## src/rtl/tbhp_pkg.sv

```systemverilog
`default_nettype none

package tbhp_pkg;

	localparam int unsigned PC_W = 32;
	localparam int unsigned IDX_LSB = 3;
	localparam int unsigned TABLE_ENTRIES_DEF = 64;

	typedef enum logic [1:0] {
		MODE_STATIC = 2'd0,
		MODE_ONE_BIT = 2'd1,
		MODE_TWO_BIT = 2'd2,
		MODE_ALLOC_ONLY = 2'd3
	} mode_t;

	typedef struct packed {
		logic [PC_W-1:0] branch_pc;
		logic taken;
	} in_t;

	typedef struct packed {
		logic predict_taken;
		logic tag_hit;
		logic mispredict;
	} out_t;

endpackage

`default_nettype wire

```

## src/rtl/tbhp_ram.sv

```systemverilog
`default_nettype none

module tbhp_ram #(
	parameter int unsigned WIDTH = 8,
	parameter int unsigned DEPTH = 64
) (
	input wire logic clk,
	input wire logic we,
	input wire logic [$clog2(DEPTH)-1:0] waddr,
	input wire logic [WIDTH-1:0] wdata,
	input wire logic re,
	input wire logic [$clog2(DEPTH)-1:0] raddr,
	output logic [WIDTH-1:0] rdata
);

	logic [WIDTH-1:0] mem_q [DEPTH];

	always_ff @(posedge clk) begin
		if (we) begin
			mem_q[waddr] <= wdata;
		end
		// read-first: a same-address write in this cycle is not seen
		if (re) begin
			rdata <= mem_q[raddr];
		end
	end

endmodule

`default_nettype wire

```

## src/rtl/tagged_branch_history_predictor.sv

```systemverilog
// order: an accepted beat passes stage s1 with the ram read, then out_data
// throughput: one branch per cycle unless out_ready stalls; the table
//   read-modify-write spans registered ram read and write-back, with neighbor forwarding
// reset: valid bits, mode (always not taken) and handshake state clear at once;
//   tag and history storage is not cleared, an invalid entry reads as empty
`default_nettype none

module tagged_branch_history_predictor
	import tbhp_pkg::*;
#(
	parameter int unsigned TABLE_ENTRIES = TABLE_ENTRIES_DEF
) (
	input wire logic clk,
	input wire logic arst_n,
	input wire logic in_valid,
	output logic in_ready,
	input wire in_t in_data,
	output logic out_valid,
	input wire logic out_ready,
	output out_t out_data,
	input wire logic cfg_valid,
	output logic cfg_ready,
	input wire logic [1:0] cfg_data
);

	localparam int unsigned IDX_W = $clog2(TABLE_ENTRIES);
	localparam int unsigned TAG_LSB = IDX_LSB + IDX_W;
	localparam int unsigned TAG_W = PC_W - IDX_W;
	localparam int unsigned ENT_W = TAG_W + 2;

	mode_t mode_q;

	logic s1_valid;
	logic [IDX_W-1:0] idx_s1;
	logic [TAG_W-1:0] tag_s1;
	logic taken_s1;
	logic fwd_s1;
	logic [ENT_W-1:0] fwd_data_s1;

	logic [TABLE_ENTRIES-1:0] vld_q;

	logic accept;
	logic advance;
	logic [IDX_W-1:0] in_idx;
	logic [ENT_W-1:0] ram_rdata;
	logic [ENT_W-1:0] entry;
	logic entry_valid;
	logic hit;
	logic [1:0] h_rd;
	logic [1:0] h_new;
	logic pred;
	logic wr_en;
	logic [ENT_W-1:0] wr_data;

	assign cfg_ready = 1'b1;

	assign advance = s1_valid && (!out_valid || out_ready);
	assign in_ready = !s1_valid || advance;
	assign accept = in_valid && in_ready;
	assign in_idx = in_data.branch_pc[IDX_LSB +: IDX_W];

	assign entry = fwd_s1 ? fwd_data_s1 : ram_rdata;
	assign entry_valid = vld_q[idx_s1];
	assign hit = entry_valid && (entry[ENT_W-1:2] == tag_s1);
	// an entry never allocated reads as a history of zero
	assign h_rd = entry_valid ? entry[1:0] : 2'b00;

	always_comb begin
		pred = 1'b0;
		h_new = h_rd;
		wr_en = 1'b1;
		unique case (mode_q)
			MODE_STATIC: begin
				wr_en = 1'b0;
			end
			MODE_ONE_BIT: begin
				pred = hit & h_rd[1];
				h_new = {taken_s1, h_rd[0]};
			end
			MODE_TWO_BIT: begin
				pred = hit & h_rd[1];
				h_new[0] = taken_s1;
				if (hit) begin
					if (taken_s1 && h_rd[0]) begin
						h_new[1] = 1'b1;
					end else if (!taken_s1 && !h_rd[0]) begin
						h_new[1] = 1'b0;
					end else begin
						h_new[1] = h_rd[1];
					end
				end else begin
					// a fresh entry starts at 00, so bit 1 stays clear whatever the outcome
					h_new[1] = 1'b0;
				end
			end
			MODE_ALLOC_ONLY: begin
				pred = hit & h_rd[1];
				h_new = hit ? h_rd : 2'b00;
			end
			default: begin
				wr_en = 1'b0;
			end
		endcase
	end

	assign wr_data = {tag_s1, h_new};

	tbhp_ram #(
		.WIDTH(ENT_W),
		.DEPTH(TABLE_ENTRIES)
	) u_table (
		.clk(clk),
		.we(wr_en && advance),
		.waddr(idx_s1),
		.wdata(wr_data),
		.re(accept),
		.raddr(in_idx),
		.rdata(ram_rdata)
	);

	always_ff @(posedge clk or negedge arst_n) begin
		if (!arst_n) begin
			mode_q <= MODE_STATIC;
			s1_valid <= 1'b0;
			fwd_s1 <= 1'b0;
			vld_q <= '0;
			out_valid <= 1'b0;
		end else begin
			if (cfg_valid && cfg_ready) begin
				mode_q <= mode_t'(cfg_data);
			end
			if (accept) begin
				s1_valid <= 1'b1;
				// the write-back of this cycle misses the ram read, so forward it
				fwd_s1 <= advance && wr_en && (idx_s1 == in_idx);
			end else if (advance) begin
				s1_valid <= 1'b0;
				fwd_s1 <= 1'b0;
			end
			if (advance && wr_en) begin
				vld_q[idx_s1] <= 1'b1;
			end
			if (advance) begin
				out_valid <= 1'b1;
			end else if (out_ready) begin
				out_valid <= 1'b0;
			end
		end
	end

	always_ff @(posedge clk) begin
		if (accept) begin
			idx_s1 <= in_idx;
			tag_s1 <= {in_data.branch_pc[PC_W-1:TAG_LSB], in_data.branch_pc[IDX_LSB-1:0]};
			taken_s1 <= in_data.taken;
			fwd_data_s1 <= wr_data;
		end
		if (advance) begin
			out_data.predict_taken <= pred;
			out_data.tag_hit <= hit;
			out_data.mispredict <= pred ^ taken_s1;
		end
	end

endmodule

`default_nettype wire
```

## config.mk

```make
export PLATFORM = sky130hd
export DESIGN_NAME = tagged_branch_history_predictor
export DESIGN_NICKNAME = d
export VERILOG_FILES = /design/src/rtl/tbhp_pkg.sv /design/src/rtl/tbhp_ram.sv /design/src/rtl/tagged_branch_history_predictor.sv
export SDC_FILE = /design/constraint.sdc
export NUM_CORES = 2
export LEC_CHECK = 0
export BUFFER_PORTS_ARGS = -buffer_cell sky130_fd_sc_hd__buf_2
export CAP_MARGIN = 25
export CORE_ASPECT_RATIO = 0.6
export CORE_MARGIN = 8
export CORE_UTILIZATION = 57
export DETAILED_ROUTE_END_ITERATION = 6
export PLACE_DENSITY = 0.83
export SLEW_MARGIN = 10
export SYNTH_ARGS = -nofsm -noshare
export SYNTH_HDL_FRONTEND = slang
export SYNTH_SLANG_ARGS = --single-unit
```

## constraint.sdc

```tcl
create_clock -name clk -period 4.1 [get_ports clk]
set_input_delay 0.205 -clock clk [delete_from_list [all_inputs] [get_ports clk]]
set_output_delay 0.205 -clock clk [all_outputs]
set_load 0.005 [all_outputs]
```

## Yosys cells after proc, flatten, opt, wreduce, memory -nomap -nowiden

Memory sizes are Yosys's and may differ from the RTL's. A register that Yosys moved wholly into a read port is not among the register bits.
Cells that the tools add are included.

- Output and inout bits: 6
- Memories: 1
- Bits of input ports: 40
- Bits in writable memories: 1792
- Register bits after elaboration: 133
- Word-level logic and storage cells: 61

Memories:

| name | depth | bits a word | read ports | clocked after memory_dff | write ports | line | text |
|---|---|---|---|---|---|---|---|
| u_table.mem_q | 64 | 28 | 1 | 1 | 1 | tbhp_ram.sv:16 | `logic [WIDTH-1:0] mem_q [DEPTH];` |

- Mux-type cells: 20
- Equal/unequal tests: 5
- Bitwise gates (word level): 3
- $lt $le $gt $ge: 2
- Reductions and logical operators: 18

Operators by type and width:

| operator | count |
|---|---|
| OR 64 bit | 1 |
| 2-to-1 mux 28 bit | 1 |
| == test 26 bit | 1 |
| 2-to-1 mux 1 bit | 14 |
| logical AND 1 bit | 8 |
| less-than comparator 6 x 7 -> 1 bit (second input constant) | 1 |
| binary-select mux 1 bit (select 6 bit) | 1 |
| demux 1 bit (select 6 bit) | 1 |
| == test 6 bit | 1 |
| >= comparator 6 x 1 -> 1 bit (second input constant) | 1 |
| case mux 2 bit (3 select lines) | 1 |
| == test 2 bit (second input constant) | 2 |
| logical NOT 1 bit | 4 |
| 2-to-1 mux 2 bit | 2 |
| nonzero test 2 bit | 2 |
| OR reduction 3 bit | 1 |
| == test 2 x 1 -> 1 bit (second input constant) | 1 |
| logical NOT 2 bit | 1 |
| logical OR 1 bit | 2 |
| AND 1 bit | 1 |
| bitwise XOR 1 bit | 1 |

## Logic depth before layout (Yosys ltp)

- Depth after elaboration: 9
- Depth in mapped cells: 9
- Mapped depth without buffers: 7

## Cells and area by module

From an unflattened synthesis, not the netlist that was laid out.

- Cell total of the unflattened synthesis: 3539
- Area, all modules: 75394.8 um^2

Modules (own cells, without submodules):

| module | seq. area each (um^2) | area each (um^2) | cells each | instances |
|---|---|---|---|---|
| tbhp_ram | 54652.4 | 69469.1 | 3105 | 1 |
| tagged_branch_history_predictor | 3648.5 | 5925.7 | 434 | 1 |

## Worst setup path after synthesis

OpenSTA, ideal clock, no wires.

- Path kind: register -> register
- Start point: register fwd_s1
- End point: register fwd_data_s1[0] (data pin)
- Required time: 3542 ps
- Cell stages (with the launch flop): 10
- Arrival: 3761 ps
- Clock period less this slack: 4319 ps
- Setup slack: -219 ps
- Path buffers: 2
- Library setup time: 558 ps
- Cells stage by stage: dfrtp_1 clkbuf_1 buf_2 mux2i_1 xnor2_1 nor4_1 nand3_1 o31ai_1 nand2_1 o22ai_1

- Word-level cells in the longest chain between the ends: 5
- Elaborated cells between the ends (all ways): 6
- Classes of those cells: eq/ne (1); mux (4); reduce/logical (1)

RTL lines:

| what | line | text |
|---|---|---|
| from (decl) | tagged_branch_history_predictor.sv:37 | `logic fwd_s1;` |
| from (signal assigned) | tagged_branch_history_predictor.sv:135 | `fwd_s1 <= advance && wr_en && (idx_s1 == in_idx);` |
| 2-to-1 mux 28 bit (*) | tagged_branch_history_predictor.sv:62 | `assign entry = fwd_s1 ? fwd_data_s1 : ram_rdata;` |
| == test 26 bit | tagged_branch_history_predictor.sv:64 | `assign hit = entry_valid && (entry[ENT_W-1:2] == tag_s1);` |
| logical AND 1 bit | tagged_branch_history_predictor.sv:64 |  |
| 2-to-1 mux 2 bit | tagged_branch_history_predictor.sv:98 | `h_new = hit ? h_rd : 2'b00;` |
| case mux 2 bit (3 select lines) (*) | tagged_branch_history_predictor.sv:72 | `unique case (mode_q)` |
| named net h_new[0] | tagged_branch_history_predictor.sv:50 | `logic [1:0] h_new;` |
| to (signal assigned) | tagged_branch_history_predictor.sv:156 | `fwd_data_s1 <= wr_data;` |
| to (decl) | tagged_branch_history_predictor.sv:38 | `logic [ENT_W-1:0] fwd_data_s1;` |

The timed path passes the listed nets; every way through them passes the cells marked *.
A chain may end at the register's enable or synchronous reset.

## Worst setup path after layout

- Start point: register idx_s1[0]
- End point: memory u_table.mem_q[6][24] in the netlist's numbering (enable)

RTL lines:

| what | line | text |
|---|---|---|
| from (decl) | tagged_branch_history_predictor.sv:34 | `logic [IDX_W-1:0] idx_s1;` |
| from (signal assigned) | tagged_branch_history_predictor.sv:153 | `idx_s1 <= in_idx;` |
| to (decl) | tbhp_ram.sv:16 |  |

Straight into the memory's write port.

==> results.toml <==
[yosys]
netlist_top_cells_count = "edfxtp_1, mux4_2, clkbuf_1"
synth_edf_count = 1884
synth_cell_types = 43
syn_nets = 3055
syn_area_mm2 = 0.0743
yosysWarnings = 0
synthTopCellsByArea = "edfxtp_1, mux4_2, dfrtp_1"
synth_area_per_cell_um2 = 24.7
ys_ff_latch = 1953
synth.most_common_cell = "edfxtp_1"
synthCells = 3015
yosys.area.top_type_share_pct = 76.1
synth-seq-area-share_pct = 78.4
ys.flop_type = "edfxtp_1"
async_flop_share_pct = 3.53
synth_area_leader_cell = "edfxtp_1"

[clock_tree]
cts_tree = "yes"
cts_sinks = 1953
path_clk_slew_ps = 70
cts.htree.levels = 4
cts-buffers-inserted = 159
clk_latency_ps = 800
postCtsSetupBuffers = 0
cts-root-buf = "clkbuf_16"
ctsResizeCount = 0
cts_max_path_buffers = 3
hold_buffers = 36

[placed_design]
globalplace.congestion = 0.963
place_hpwl_mm = 111
portBuffers = 44
dpl-instance-area_mm2 = 0.0784

[timing]
maxSlewHeadroom_pct = 28.0
max_freq_ghz = 0.282
fin_worst_skew_ps = 31.3
rsz0062_at_grt = "false"
tns_ps = 0
drv_slew = 0
tightest_slew_ps = 1080
period_share_pct = 86.4
setup-violations-final = 0
final_hold_viol_count = 0
fin_crit_ps = 3540

[critical_path]
critical_path.top_delay_family = "simple AND/OR/NAND/NOR gates"
worst-path-stages = 4
path_buf_inv = 1
path_max_fanout = 17
max_stage_delay_ps = 820
required_ps = 4570
crit_type = "reg -> reg"
endpoint_kind = "flop"
worstSetupStartpointType = "flop"
crit_arrival_ps = 4020
cpMaxStageDelayCell = "nor2_4"
path_cells = "nor2b_1 -> nand3_1 -> nor2_4 -> buf_4"
reg2reg_depth = 4

[power]
ir_drop_mv = 0.428
powerDensity_mw_per_mm2 = 475
totalPowerFinal_uw = 39700
p_leak_uw = 0.0262

[cells_and_area]
regArea_mm2 = 0.0583
multiInputGateArea_mm2 = 0.0158
drive_gt1_share_pct = 34.2
fillCellCount = 7768
final_nets = 3327
area_growth_pct = 12.5
final_area_mm2 = 0.0836

[flow_run]
maxCapViolCount = 0

[drt]
wl_mm = 205
num_vias = 37100
drc = 0
first_iter_violations = 6679
ant_nets = 0
via_per_inst = 7.21
drt-pass1-iter-count = 6
drt-wirelength-per-cell_um = 39.9

[die]
rows = 102
initial_utilization_pct = 57.5
die_h_um = 296
io-pin-count = 46
core_mm2 = 0.129
die_w_um = 482
die_area_mm2 = 0.143

[grt]
first_global_vias = 36800
grt-ovfl-total = 0
grtUsageTotal_pct = 28.9
grt_pass1_wl_mm = 285
antenna_found_initial = 22
grt_max_degree = 66

[hold_path]
min_path_type = "in -> async"

[run_status]
status = "finished clean"
metal layers:
metal	vias to the layer above	part of all wire (%)	global-route usage [%]
met3	599	15	9.81
li1	13500	-	-
met1	19400	33	37.9
met5	-	0.022	0
met4	6	4.8	12.3
met2	3556	47	44.9
kinds of logic after synthesis:
group                  after synthesis  share of synthesized area, %
XOR/XNOR                            33                         0.389
buffers and inverters              157                         0.928
other                                1                       0.00505
flip-flops                        1953                          78.4
AND/OR/NAND/NOR                    197                          1.35
AO/OA/AOI/OAI                       42                         0.402
multiplexers                       632                          18.5
final cells by class:
cell class / instances / area share [%]
flip-flops and latches: 1953 / 69.7
multi-input cells: 905 / 19.0
clock buffers: 216 / 5.14
repair buffers: 264 / 2.88
well taps: 1716 / 2.57
clock inverters: 72 / 0.662
diodes: 10 / 0.0299
inverters: 4 / 0.0180
layout by cell type, fill, tap and decap left out, drive strengths merged, types with 3 or more instances in the layout:
cell type    netlist  final
nor4               6      6
and2               3      3
clkinv             0     57
edfxtp          1884   1884
a22o               3      3
nand2             14     14
nand4              3      3
nor2              78     78
inv                4     11
xnor2             32     32
bufinv             0      8
dfrtp             69     69
o21ai              5      5
diode              0     10
mux2              11     11
clkbuf            80    216
nand3              7      7
or2               64     64
dlygate4sd3        0     36
nand2b             7      7
buf               73    228
mux4             591    591
a22oi             15     15
o22ai              8      8
nand3b             4      4
mux2i             30     30
state kept, by name, summed over array words and instances (netlist names):
signal and cells:
u_table.rdata 28, taken_s1 1, s1_valid 1, out_data 3, fwd_data_s1 28, tag_s1 26
mode_q 2, fwd_s1 1, vld_q 64, u_table.mem_q 1792, out_valid 1, idx_s1 6
power by group:
| group | internal (µW) | switching (µW) |
|---|---|---|
| Combinational | 961 | 1520 |
| Clock | 7870 | 7030 |
| Sequential | 22200 | 164 |
| Total | 31000 | 8710 |
metrics by stage:
step,instances,hold slack (ps),utilization (%),worst slack [ps]
5_1_grt,5132,56.9,64.7,493
4_1_cts,5130,17.7,64.7,724
3_3_place_gp,4805,211,60.6,889
2_1_floorplan,3015,-90.6,-,94.6
6_report,5140,57.8,64.7,556
3_5_place_dp,4806,216,60.7,789
worst paths after layout:
path	from	endpoint	slack [ps]
worst max-delay path	idx_s1[0]$_DFFE_PP_	u_table.mem_q[6][24]$_DFFE_PP_	560
worst min-delay path	arst_n	vld_q[17]$_DFFE_PN0P_	60
worst max register to register	idx_s1[0]$_DFFE_PP_	u_table.mem_q[6][24]$_DFFE_PP_	560
worst min register to register	vld_q[30]$_DFFE_PN0P_	vld_q[30]$_DFFE_PN0P_	470
max in group asynchronous	arst_n	vld_q[54]$_DFFE_PN0P_	3000
min in group clk	in_data[2]	tag_s1[1]$_DFFE_PP_	140
(Power assumes the default switching activity.)
